`src/mbc_pkg.sv`:
```
// Package for the Magma block cipher: function codes, key store sizes,
// the eight S-box tables and the round function.
// No dependencies; used by the top level.
package mbc_pkg;

  // Function codes carried by a request item.
  localparam logic [1:0] FUNC_LOAD = 2'd0;
  localparam logic [1:0] FUNC_ENC  = 2'd1;
  localparam logic [1:0] FUNC_DEC  = 2'd2;

  // Key store geometry and round count.
  localparam int         KEY_COUNT = 32;
  localparam int         KEY_AW    = $clog2(KEY_COUNT);
  localparam logic [KEY_AW-1:0] KEY_LAST = KEY_AW'(KEY_COUNT - 1);

  // Rotation applied after substitution.
  localparam int ROT_LEFT = 11;

  // Substitution tables: row n serves nibble n, counted from the least significant.
  localparam logic [3:0] SBOX [8][16] = '{
    '{4'd12, 4'd4,  4'd6,  4'd2,  4'd10, 4'd5,  4'd11, 4'd9,
      4'd14, 4'd8,  4'd13, 4'd7,  4'd0,  4'd3,  4'd15, 4'd1},
    '{4'd6,  4'd8,  4'd2,  4'd3,  4'd9,  4'd10, 4'd5,  4'd12,
      4'd1,  4'd14, 4'd4,  4'd7,  4'd11, 4'd13, 4'd0,  4'd15},
    '{4'd11, 4'd3,  4'd5,  4'd8,  4'd2,  4'd15, 4'd10, 4'd13,
      4'd14, 4'd1,  4'd7,  4'd4,  4'd12, 4'd9,  4'd6,  4'd0},
    '{4'd12, 4'd8,  4'd2,  4'd1,  4'd13, 4'd4,  4'd15, 4'd6,
      4'd7,  4'd0,  4'd10, 4'd5,  4'd3,  4'd14, 4'd9,  4'd11},
    '{4'd7,  4'd15, 4'd5,  4'd10, 4'd8,  4'd1,  4'd6,  4'd13,
      4'd0,  4'd9,  4'd3,  4'd14, 4'd11, 4'd4,  4'd2,  4'd12},
    '{4'd5,  4'd13, 4'd15, 4'd6,  4'd9,  4'd2,  4'd12, 4'd10,
      4'd11, 4'd7,  4'd8,  4'd1,  4'd4,  4'd3,  4'd14, 4'd0},
    '{4'd8,  4'd14, 4'd2,  4'd5,  4'd6,  4'd9,  4'd1,  4'd12,
      4'd15, 4'd4,  4'd11, 4'd0,  4'd13, 4'd10, 4'd3,  4'd7},
    '{4'd1,  4'd7,  4'd14, 4'd13, 4'd0,  4'd5,  4'd8,  4'd3,
      4'd4,  4'd15, 4'd10, 4'd6,  4'd9,  4'd12, 4'd11, 4'd2}
  };

  // One Feistel round function: key addition, substitution, rotation.
  function automatic logic [31:0] round_f(input logic [31:0] half, input logic [31:0] key);
    logic [31:0] sum;
    logic [31:0] sub;
    sum = half + key;
    for (int n = 0; n < 8; n++) begin
      sub[n*4 +: 4] = SBOX[n][sum[n*4 +: 4]];
    end
    return {sub[31-ROT_LEFT:0], sub[31:32-ROT_LEFT]};
  endfunction

endpackage

```
`src/mbc_if.sv`:
```
// Handshake interfaces for the Magma block cipher: request and result channels.
// Depends on nothing but the payload widths fixed here.
interface mbc_req_if;
  logic        valid;
  logic        ready;
  logic [1:0]  func;
  logic [4:0]  key_index;
  logic [31:0] key_word;
  logic [63:0] data_block;

  modport source (output valid, func, key_index, key_word, data_block, input ready);
  modport sink   (input valid, func, key_index, key_word, data_block, output ready);
endinterface

interface mbc_rsp_if;
  logic        valid;
  logic        ready;
  logic [63:0] result_block;

  modport source (output valid, result_block, input ready);
  modport sink   (input valid, result_block, output ready);
endinterface

```
`src/magma_block_cipher.sv`:
```
// Magma 64-bit Feistel block cipher with a 32-entry round key store.
// Depends on mbc_pkg and the interfaces in mbc_if.sv.
//
//   Channel  Role  Payload
//   req      sink  func, key_index, key_word, data_block
//   rsp      src   result_block
//
// A load item writes the key store in its accept cycle. An encrypt or decrypt
// item fetches its first key in the accept cycle, then runs one round per cycle
// through the single-port key memory. Ready stays low until the result is
// registered, so a new item is accepted only after the previous one finishes.
// The result sits in an output register; a full, untaken result stalls the last round.
// Reset is synchronous and clears control state only; keys are undefined until loaded.
module magma_block_cipher (
  input logic       clk,
  input logic       rst,
  mbc_req_if.sink   req,
  mbc_rsp_if.source rsp
);

  typedef enum logic {ST_IDLE, ST_RUN} state_t;

  state_t                    state;
  logic [mbc_pkg::KEY_AW-1:0] rnd;
  logic                      dir;
  logic [31:0]               hi;
  logic [31:0]               lo;
  logic [31:0]               key_q;
  logic                      out_valid;
  logic [63:0]               out_block;

  logic [31:0] key_mem [mbc_pkg::KEY_COUNT];

  logic                       accept;
  logic                       start;
  logic                       wr_en;
  logic                       rd_en;
  logic [mbc_pkg::KEY_AW-1:0] rnd_next;
  logic [mbc_pkg::KEY_AW-1:0] rd_idx;
  logic [31:0]                f_out;
  logic                       last_rnd;
  logic                       finish;

  // Request handshake and decode.
  assign req.ready = (state == ST_IDLE);
  assign accept    = req.valid && req.ready;
  assign start     = accept && ((req.func == mbc_pkg::FUNC_ENC) ||
                                (req.func == mbc_pkg::FUNC_DEC));
  assign wr_en     = accept && (req.func == mbc_pkg::FUNC_LOAD);

  // Key fetch address: first key on start, next round's key while running.
  assign rnd_next = rnd + 1'b1;
  assign last_rnd = (rnd == mbc_pkg::KEY_LAST);
  always_comb begin
    if (state == ST_IDLE) begin
      rd_idx = (req.func == mbc_pkg::FUNC_DEC) ? mbc_pkg::KEY_LAST : '0;
    end else begin
      rd_idx = dir ? ~rnd_next : rnd_next;
    end
  end
  assign rd_en = start || ((state == ST_RUN) && !last_rnd);

  // Round datapath and completion condition.
  assign f_out  = mbc_pkg::round_f(lo, key_q);
  assign finish = (state == ST_RUN) && last_rnd && (!out_valid || rsp.ready);

  // Key store: one write or one registered read per cycle.
  always_ff @(posedge clk) begin
    if (wr_en) begin
      key_mem[req.key_index] <= req.key_word;
    end
    if (rd_en) begin
      key_q <= key_mem[rd_idx];
    end
  end

  // Sequencer, round registers and result register.
  always_ff @(posedge clk) begin
    if (rst) begin
      state     <= ST_IDLE;
      rnd       <= '0;
      dir       <= 1'b0;
      out_valid <= 1'b0;
    end else begin
      unique case (state)
        ST_IDLE: begin
          if (start) begin
            state <= ST_RUN;
            rnd   <= '0;
            dir   <= (req.func == mbc_pkg::FUNC_DEC);
            hi    <= req.data_block[63:32];
            lo    <= req.data_block[31:0];
          end
        end
        ST_RUN: begin
          if (!last_rnd) begin
            hi  <= lo;
            lo  <= hi ^ f_out;
            rnd <= rnd_next;
          end else if (finish) begin
            state <= ST_IDLE;
          end
        end
        default: state <= ST_IDLE;
      endcase

      // The final round skips the swap and lands straight in the output register.
      if (finish) begin
        out_valid <= 1'b1;
        out_block <= {hi ^ f_out, lo};
      end else if (rsp.ready) begin
        out_valid <= 1'b0;
      end
    end
  end

  assign rsp.valid        = out_valid;
  assign rsp.result_block = out_block;

  // A started item begins at round zero on the next cycle.
  a_start_round0: assert property (@(posedge clk) disable iff (rst)
    start |=> (state == ST_RUN) && (rnd == '0))
    else $error("cipher item did not start at round zero");

  // Rounds advance by one per cycle until the last.
  a_round_step: assert property (@(posedge clk) disable iff (rst)
    (state == ST_RUN) && !last_rnd |=> (state == ST_RUN) && (rnd == $past(rnd_next)))
    else $error("round counter did not advance");

  // Finishing the last round leaves a result pending and the block idle.
  a_finish_result: assert property (@(posedge clk) disable iff (rst)
    finish |=> out_valid && (state == ST_IDLE))
    else $error("last round did not deliver a result");

endmodule
```
`src/flat_wrapper.sv`:
```
// flat-port wrapper written by rule: the top's interface ports become plain ports
module magma_block_cipher_flat 
  (clk, rst, req_valid, req_func, req_key_index, req_key_word, req_data_block, req_ready, rsp_valid, rsp_result_block, rsp_ready);
  mbc_req_if req_i ();
  mbc_rsp_if rsp_i ();
  input logic clk;
  input logic rst;
  input wire logic [$bits(req_i.valid)-1:0] req_valid;
  input wire logic [$bits(req_i.func)-1:0] req_func;
  input wire logic [$bits(req_i.key_index)-1:0] req_key_index;
  input wire logic [$bits(req_i.key_word)-1:0] req_key_word;
  input wire logic [$bits(req_i.data_block)-1:0] req_data_block;
  output wire logic [$bits(req_i.ready)-1:0] req_ready;
  output wire logic [$bits(rsp_i.valid)-1:0] rsp_valid;
  output wire logic [$bits(rsp_i.result_block)-1:0] rsp_result_block;
  input wire logic [$bits(rsp_i.ready)-1:0] rsp_ready;
  assign req_i.valid = req_valid;
  assign req_i.func = req_func;
  assign req_i.key_index = req_key_index;
  assign req_i.key_word = req_key_word;
  assign req_i.data_block = req_data_block;
  assign req_ready = req_i.ready;
  assign rsp_valid = rsp_i.valid;
  assign rsp_result_block = rsp_i.result_block;
  assign rsp_i.ready = rsp_ready;
  magma_block_cipher u_core (.clk(clk), .rst(rst), .req(req_i), .rsp(rsp_i));
endmodule
```
`config.mk`:
```
export PLATFORM = sky130hd
export DESIGN_NAME = magma_block_cipher_flat
export DESIGN_NICKNAME = d
export VERILOG_FILES = /design/src/mbc_pkg.sv /design/src/mbc_if.sv /design/src/magma_block_cipher.sv /design/src/flat_wrapper.sv
export SDC_FILE = /design/constraint.sdc
export NUM_CORES = 1
export LEC_CHECK = 0
export BUFFER_PORTS_ARGS = -buffer_cell sky130_fd_sc_hd__buf_2
export CAP_MARGIN = 20
export CORE_ASPECT_RATIO = 1.2
export CORE_MARGIN = 3
export CORE_UTILIZATION = 50
export CTS_CLUSTER_DIAMETER = 50
export DETAILED_ROUTE_END_ITERATION = 16
export MAX_ROUTING_LAYER = met4
export PLACE_DENSITY = 0.67
export SLEW_MARGIN = 5
export SYNTH_ARGS = -nofsm -noshare
export SYNTH_HDL_FRONTEND = slang
export SYNTH_SLANG_ARGS = --single-unit
```
`constraint.sdc`:
```
create_clock -name clk -period 13.5 [get_ports clk]
set_input_delay 0.675 -clock clk [delete_from_list [all_inputs] [get_ports clk]]
set_output_delay 0.675 -clock clk [all_outputs]
set_load 0.05 [all_outputs]
```
==> results of run 1 <==
-- worst max path at each step --
| stage | from | endpoint | slack (ns) | depth (start not counted) |
|---|---|---|---|---|
| 3_5_place_dp | req_func[0] | u_core.key_q[17] | 8.53 | 13 |
| 3_3_place_gp | req_func[0] | u_core.key_q[17] | 8.58 | 13 |
| 4_1_cts | u_core.lo[0] | u_core.lo[7] | 8.61 | 15 |
| 2_1_floorplan | u_core.state | u_core.rsp.result_block[0] | 7.24 | 4 |
| 5_1_grt | u_core.lo[0] | u_core.lo[7] | 8.51 | 15 |
| 6_report | u_core.lo[0] | u_core.lo[7] | 8.73 | 15 |
-- worst register-to-register path, stage by stage, from the launching register on --
cell,delay (ns)
edfxtp_1,0.39
ha_1,0.21
inv_1,0.06
fa_1,0.39
nand2b_1,0.20
a21oi_1,0.33
o211ai_1,0.32
nand4_1,0.27
a31oi_1,0.13
xnor2_1,0.45
inv_1,0.21
ha_1,0.26
mux2_2,0.26
mux2i_1,0.53
xor2_1,0.19
mux2_2,0.31
-- layout by cell type, fill, tap and decap left out, drive strengths merged, types with 9 or more instances in the layout --
cell	netlist	final
edfxtp	1184	1184
nand2	360	360
mux4	268	268
buf	56	221
clkbuf	69	137
o21ai	97	97
nand3	86	86
nor2	86	86
ha	72	72
mux2	60	60
a21oi	52	52
clkinv	0	48
inv	38	42
xnor2	40	40
o211ai	40	40
xor2	29	29
mux2i	17	17
a21o	12	12
clkinvlp	0	9
nor3	9	9
-- flip-flops by register name, indices dropped and copies added (netlist names) --
signal and cells:
u_core.hi 32, u_core.rsp.valid 1, u_core.key_mem 1024, u_core.lo 32, u_core.dir 1, u_core.state 1, u_core.key_q 32, u_core.rsp.result_block 64
u_core.rnd 5
-- logic make-up (layout without fill, tap and decap cells) --
| kind of cell | count (synthesis) | in the layout | share of synthesized area |
|---|---|---|---|
| and+or+nand+nor | 596 | 596 | 0.0522 |
| muxes | 345 | 345 | 0.141 |
| adders and majority gates | 73 | 73 | 0.0188 |
| DFF | 1192 | 1192 | 0.729 |
| xor gates and xnor gates | 69 | 69 | 0.0128 |
| AOI/OAI and AO/OA | 250 | 250 | 0.0333 |
| buffers and inverters | 163 | 463 | 0.0134 |
| other | 0 | 6 | 0 |
-- routing by layer --
layer | share of wire | vias to the layer above | wire (microns) | track usage
li1 | - | 11100 | - | -
met1 | 0.40 | 13600 | 47000 | 0.319
met2 | 0.49 | 1175 | 58700 | 0.392
met3 | 0.083 | 163 | 9810 | 0.0404
met4 | 0.027 | 0 | 3250 | 0.0720
met5 | 0 | - | 0 | -
-- area by class of cell --
cell class                      count  area (sq um)
Fill cell                        7231         41800
Sequential cell                  1192         35700
Multi-Input combinational cell   1333         12900
Clock buffer                      137          2850
Tap cell                         1270          1590
Timing Repair Buffer              221          1280
Clock inverter                     67           616
Inverter                           38           143
Antenna cell                        6          15.0
-- power groups by stage --
stage                     sequential (mW)  combinational [mW]  clock [mW]
after floorplan                      4.25                1.02           0
after global placement               4.28                1.37           0
after detailed placement             4.28                1.42           0
after CTS                            4.21                1.43        3.02
after global routing                 4.21                1.54        3.17
final                                4.21                1.41        2.97
==> impl_metrics.tcl, run 1 <==
set metrics [dict create \
    pwr-share-clk 0.346 \
    fin_hold_ws_ns 0.293 \
    overflow 0 \
    synth_top_area_cell "edfxtp_1" \
    root_buffer "clkbuf_16" \
    period_share 0.353 \
    r2r-start "u_core.lo[0]" \
    synthArstFlopShare 0 \
    cap_violations 0 \
    finalWorstSetupSlack_ns 8.73 \
    synth_cells 2688 \
    initial_core_util 0.505 \
    clock.fmax_mhz 210 \
    grt_max_degree 152 \
    synth_top_area_share 0.726 \
    crit_buf_inv 2 \
    ys_seq_elements 1192 \
    antenna_found_initial 6 \
    pwr-share-seq 0.490 \
    cts_htree_levels 3 \
    ir_drop_mv 0.114 \
    pre_cts_ws_ns 8.53 \
    final-setup-viol-count 0 \
    worstPathCellList "ha_1 > inv_1 > fa_1 > nand2b_1 > a21oi_1 > o211ai_1 > nand4_1 > a31oi_1 > xnor2_1 > inv_1 > ha_1 > mux2_2 > mux2i_1 > xor2_1 > mux2_2" \
    slowest_delay_ns 0.53 \
    setup_tns_ns 0 \
    grt_pass1_vias 26900 \
    clk_pin_slew_ns 0.07 \
    fin_area_sq_um 55100 \
    finish.utilization 0.569 \
    max_slew_margin 0.248 \
    ctsResizeCount 0 \
    yosys_warnings 0 \
    io_buffers 172 \
    avgRoutedWirePerCell_microns 27.9 \
    grt_pass1_wl_microns 176000 \
    clk_latency_ns 0.70 \
    ys_types 71 \
    worst_pin_slew_ns 1.13 \
    synth_fp_nets 2868 \
    yosysMostFrequentCell "edfxtp_1" \
    p_sw_mw 2.21 \
    die_w_microns 292 \
    drc 0 \
    cts_inserted_buffers 109 \
    area_growth_pct 12.5 \
    ys_seq_area_frac 0.729 \
    critPathKind "reg -> reg" \
    arrival_ns 5.19 \
    viasPerCell 6.10 \
    reg2reg_depth 15 \
    die_area_sq_um 102000 \
    crit_family "multiplexers" \
    status "completed" \
    p_per_area_nw_per_um2 156 \
    grt_use_total 0.242 \
    synth_area_leaders "edfxtp_1, mux4_2, nand2_1" \
    worst_ep_required_time_ns 13.92 \
    clock_skew_ns 0.0337 \
    rsz0062_at_grt "no" \
    cts_sinks 1192 \
    core_sq_um 97000 \
    stdcell_count 4264 \
    fin_crit_ns 4.77 \
    postSynthAreaPerCell_sq_um 18.2 \
    leakage_nw 18.3 \
    whs_path_depth 2 \
    drtPass1Iterations 5 \
    synth_area_sq_um 49000 \
    dpl.hpwl_microns 66200 \
    ctsHoldBuffers 0 \
    rows 125 \
    min_to "u_core.hi[23]" \
    dp_cells 4054 \
    yosys-top-cells-count "edfxtp_1, nand2_1, mux4_2" \
    endpoint_kind "flip-flop" \
    p_sw_frac 0.257 \
    final_max_slew_viol_count 0 \
    hold_violations 0 \
    post_cts_buffers 0 \
    path_max_fanout 5 \
    wl_microns 119000 \
    hold_start "req_data_block[55]" \
    power_frac_comb 0.164 \
    ios 173 \
    slowest_stage "mux2i_1" \
    fp.dieH_microns 349 \
    internal_power_mw 6.38 \
    drive_gt1_frac 0.260 \
    drtIter0Drc 2699 \
    gp_congestion 0.848 \
    synth_flop_cell "edfxtp_1" \
    place_area_sq_um 51700 \
    hp-class "in -> reg" \
    final_nets 3075 \
    cts_tree "done" \
    p_total_mw 8.58 \
    cp-start-kind "flip-flop" \
    rr_endpoint "u_core.lo[7]" \
    synth_edf_count 1184 \
    num_vias 26000 \
    cts_max_path_buffers 3 \
    postRouteAntennaNets 0 \
    reg2reg_setup_slack_ns 8.73 \
]
No activity file was read; power rests on OpenSTA's default activity.
==> run 2: changes to the inputs <==
- PLACE_DENSITY: 0.67 -> 0.69
- clock period: 13.5 -> 4 ns (I/O delays scaled with it)
==> impl_metrics.tcl, run 2 (synthesized netlist as in run 1, its figures left out) <==
set metrics [dict create \
    place_area_sq_um 52900 \
    cts_sinks 1192 \
    overflow 0 \
    postRouteAntennaNets 0 \
    drc 0 \
    io_buffers 172 \
    worstPathCellList "ha_1 > o21ai_0 > o21ai_2 > nand3_2 > a21oi_2 > o21ba_1 > or3_1 > and2_4 > ha_1 > mux4_2 > xor2_2 > mux2_2" \
    path_max_fanout 6 \
    clock_skew_ns 0.0219 \
    pre_cts_ws_ns -0.172 \
    fin_hold_ws_ns 0.0444 \
    ir_drop_mv 0.386 \
    grt_use_total 0.243 \
    final-setup-viol-count 0 \
    drtIter0Drc 2636 \
    die_w_microns 292 \
    hp-class "in -> reg" \
    area_growth_pct 17.4 \
    endpoint_kind "flip-flop" \
    initial_core_util 0.505 \
    max_slew_margin 0.388 \
    final_nets 3267 \
    worst_ep_required_time_ns 4.44 \
    cts_htree_levels 3 \
    clk_pin_slew_ns 0.07 \
    top_register "u_core.key_mem" \
    critPathKind "reg -> reg" \
    cap_violations 0 \
    slowest_delay_ns 0.55 \
    status "completed" \
    period_share 0.976 \
    antenna_found_initial 14 \
    grt_pass1_vias 27500 \
    arrival_ns 4.34 \
    cp-start-kind "flip-flop" \
    crit_top_cell "ha_1" \
    grt_max_degree 67 \
    cts_inserted_buffers 111 \
    gp_congestion 0.881 \
    fill_cells 6960 \
    largest_reg_flops 1024 \
    root_buffer "clkbuf_16" \
    cts_max_path_buffers 3 \
    num_vias 26600 \
    worst_pin_slew_ns 0.917 \
    cts_tree "done" \
    viasPerCell 5.96 \
    p_per_area_nw_per_um2 520 \
    leakage_nw 19.3 \
    finalWorstSetupSlack_ns 0.0948 \
    dpl.hpwl_microns 74100 \
    finish.utilization 0.593 \
    wl_microns 119000 \
    p_total_mw 29.9 \
    core_sq_um 97000 \
    clk_latency_ns 0.69 \
    rows 125 \
    fin_area_sq_um 57500 \
    ios 173 \
    layout_commonest_cell "edfxtp_1" \
    avgRoutedWirePerCell_microns 26.8 \
    die_area_sq_um 102000 \
    clock.fmax_mhz 256 \
    hold_violations 0 \
    final_max_slew_viol_count 0 \
    slowest_stage "mux4_2" \
    grt_pass1_wl_microns 177000 \
    layout_common_cells "edfxtp_1, nand2_1, mux4_2" \
    drive_gt1_frac 0.286 \
    fp.dieH_microns 349 \
    drtPass1Iterations 5 \
    fin_crit_ns 3.91 \
]
[run 2: cell count changes in the layout (fill, tap and decap cells not counted), moves of 4 or more]
cell | previous run | this run
dlygate4sd3_1 | 0 | 87
ha_2 | 0 | 7
buf_12 | 4 | 44
ha_1 | 72 | 64
diode_2 | 6 | 10
bufinv_16 | 6 | 10
clkinvlp_4 | 9 | 5
buf_4 | 45 | 108
[run 2: metrics by stage]
stage          TNS (ns)  std cells
3_5_place_dp     -0.565       4152
2_1_floorplan         0       2688
5_1_grt         -0.0823       4455
4_1_cts               0       4441
6_report              0       4455
3_3_place_gp     -0.104       4152
[run 2: per-layer routing]
metal	routed length (microns)	global-route usage
met1	46100	0.308
met2	61400	0.409
met3	8310	0.0351
met4	3580	0.0768
met5	0	-
[run 2: report_power, final]
part / internal, mW / leakage, nW / switching (mW)
logic: 2.42 / 6.88 / 3.08
clock network: 5.77 / 1.72 / 4.52
registers: 14.0 / 10.7 / 0.0842
total: 22.2 / 19.3 / 7.69
[run 2: worst paths after layout]
kind                                 startpoint                    end  slack [ns]  depth (start not counted)
worst max-delay path               u_core.lo[2]          u_core.lo[10]        0.09                         12
worst min-delay path            req_key_word[8]  u_core.key_mem[14][8]        0.04                          1
worst max register to register     u_core.lo[2]          u_core.lo[10]        0.09                         12
worst min register to register    u_core.rnd[4]          u_core.rnd[4]        0.47                          2
[run 2: worst max-delay path: cells and delay by family, from the launching register on]
kind                     cells  cell delay, ns
multiplexers                 2            0.82
AO/OA/AOI/OAI                4            0.76
adder cells (fa/ha/maj)      2            0.71
AND/OR/NAND/NOR              3            0.70
flip-flops                   1            0.48
XOR/XNOR                     1            0.17
[run 2: what timing repair did]
| item | CTS | global route |
|---|---|---|
| cloned | 0 | 0 |
| resized for setup | 5 | 24 |
| pin swaps | 3 | 6 |
| endpoints found under the hold margin | 602 | 0 |
| hold buffers | 87 | 0 |
| setup buffers | 1 | 4 |
| endpoints found under the setup margin | 6 | 18 |
[run 2: area by class of cell]
cell class	count	area, sq um	share of cell area
clock inverters	66	667	0.0116
multi-input cells	1333	13100	0.227
repair buffers	411	3420	0.0595
well taps	1270	1590	0.0276
diodes	10	25.0	0.000435
flip-flops and latches	1192	35700	0.621
inverters	38	143	0.00248
clock buffers	135	2870	0.0499
==> run 3: changes to the inputs <==
- ABC_AREA: default -> 1
==> impl_metrics.tcl, run 3 <==
set metrics [dict create \
    status "completed" \
    cp-start-kind "flip-flop" \
    viasPerCell 5.82 \
    clock.fmax_mhz 277 \
    synthSimpleGateAreaFrac 0.130 \
    cts_inserted_buffers 114 \
    die_area_sq_um 106000 \
    critPathKind "reg -> reg" \
    fp.dieH_microns 356 \
    drc 0 \
    grt_use_total 0.261 \
    synthAdderAreaFrac 0.0180 \
    clk_latency_ns 0.71 \
    p_per_area_nw_per_um2 516 \
    cts_max_path_buffers 3 \
    gp_congestion 0.914 \
    cts_sinks 1192 \
    arrival_ns 4.07 \
    synth_edf_count 1184 \
    die_w_microns 298 \
    layout_common_cells "edfxtp_1, nand2_1, nor2_1" \
    ir_drop_mv 0.366 \
    rsz0062_at_grt "no" \
    initial_core_util 0.508 \
    fin_area_sq_um 58900 \
    worst_ep_required_time_ns 4.46 \
    area_growth_pct 15.2 \
    cap_violations 0 \
    worst_pin_slew_ns 0.879 \
    drive_gt1_frac 0.148 \
    ctsHoldBuffers 95 \
    yosys-top-cells-count "edfxtp_1, nand2_1, nor2_1" \
    largest_reg_flops 1024 \
    clk_pin_slew_ns 0.06 \
    synth_cells 4082 \
    final_max_slew_viol_count 0 \
    dpl.hpwl_microns 81500 \
    fin_crit_ns 3.61 \
    synth_area_leaders "edfxtp_1, nand2_1, nor2_1" \
    antenna_found_initial 11 \
    synth_top_family_by_area "simple AND/OR/NAND/NOR gates" \
    clock_skew_ns 0.0323 \
    cts_htree_levels 3 \
    postRouteAntennaNets 0 \
    ys_types 48 \
    synth_flop_cell "edfxtp_1" \
    yosysMostFrequentCell "edfxtp_1" \
    place_area_sq_um 54200 \
    num_vias 33800 \
    layout_commonest_cell "edfxtp_1" \
    synthMuxAreaShare 0.00568 \
    synth_top_area_share 0.695 \
    hp-class "in -> reg" \
    postSynthAreaPerCell_sq_um 12.5 \
    cts_tree "done" \
    ios 173 \
    ys_seq_area_frac 0.698 \
    finish.utilization 0.585 \
    synth_fp_nets 4262 \
    ctsResizeCount 0 \
    avgRoutedWirePerCell_microns 23.6 \
    drtPass1Iterations 6 \
    grt_pass1_vias 32600 \
    fill_cells 7933 \
    endpoint_kind "flip-flop" \
    hold_violations 0 \
    core_sq_um 101000 \
    root_buffer "clkbuf_16" \
    setup_tns_ns 0 \
    yosys_warnings 0 \
    overflow 0 \
    max_slew_margin 0.413 \
    synth_compound_area_frac 0.109 \
    final_nets 4535 \
    leakage_nw 20.5 \
    io_buffers 172 \
    wl_microns 137000 \
    synth-xor-area-share 0.00592 \
    grt_max_degree 148 \
    grt_pass1_wl_microns 203000 \
    path_max_fanout 5 \
    synth_top_area_cell "edfxtp_1" \
    synth_area_sq_um 51100 \
    rows 127 \
    final-setup-viol-count 0 \
    period_share 0.901 \
    drtIter0Drc 3623 \
    synthArstFlopShare 0 \
    post_cts_buffers 0 \
    top_register "u_core.key_mem" \
    ys_seq_elements 1192 \
]
run 3: cell count changes after synthesis, moves of 73 or more:
| cell | change |
|---|---|
| nor2_1 | +438 |
| nand2_1 | +302 |
| mux4_2 | -268 |
| o211ai_1 | +212 |
| or2_2 | +145 |
| inv_1 | +114 |
| o31ai_1 | +98 |
| o21ai_0 | +73 |
run 3: cell type report:
class,count,area [sq um],share of cell area
tap,1354,1690,0.0287
clock buffer,136,2960,0.0502
inverter,158,628,0.0107
antenna,9,22.5,0.000382
sequential,1192,35700,0.606
timing repair buffer,386,3160,0.0535
multi-input combinational,2503,14000,0.238
clock inverter,72,762,0.0129
run 3: cells by family after synthesis:
group,count (synthesis)
fa+ha+maj,73
mux,29
simple gates,1556
buf+inv,387
compound gates,813
xor+xnor,32
flops,1192
run 3: report_power, final:
group	switching, mW	internal [mW]
sequential	0.116	14.0
clock	4.69	6.03
combinational	3.72	1.81
total	8.53	21.9
run 3: worst max-delay path, stage by stage, from the launching register on:
cell,delay [ns]
edfxtp_1,0.61
ha_1,0.51
nand2_1,0.15
nor2_2,0.17
and2_1,0.14
nand2_1,0.05
nand2_1,0.23
nand2_1,0.09
nand2_1,0.13
xor2_1,0.46
ha_1,0.34
nand2_1,0.08
nand3_1,0.12
nand2_1,0.09
nand2_1,0.06
nand3_1,0.06
nand2_1,0.08
run 3: through the flow:
step / setup WS (ns) / power, mW / hold slack, ns / cells
global route: 0.203 / 31.7 / 0.0399 / 5810
detailed placement: 0.351 / 19.8 / 0.459 / 5498
CTS: 0.358 / 30.5 / 0.00255 / 5801
global placement: 0.343 / 19.7 / 0.454 / 5498
floorplan: 0.488 / 18.0 / 0.299 / 4082
finish: 0.395 / 30.4 / 0.0352 / 5810
run 3: path summary, 6_finish.rpt:
check	depth (start not counted)	startpoint	endpoint	slack, ns
setup / recovery	16	u_core.key_q[10]	u_core.lo[0]	0.39
hold / removal	1	req_key_word[11]	u_core.key_mem[14][11]	0.04
setup reg to reg	16	u_core.key_q[10]	u_core.lo[0]	0.39
hold reg to reg	2	u_core.rnd[3]	u_core.rnd[3]	0.47
run 3: per-layer routing:
layer,part of all wire,up-vias,GRT usage
met5,0,-,-
met1,0.40,16600,0.333
met2,0.49,1446,0.431
li1,-,15500,-
met3,0.075,284,0.0360
met4,0.037,0,0.0964
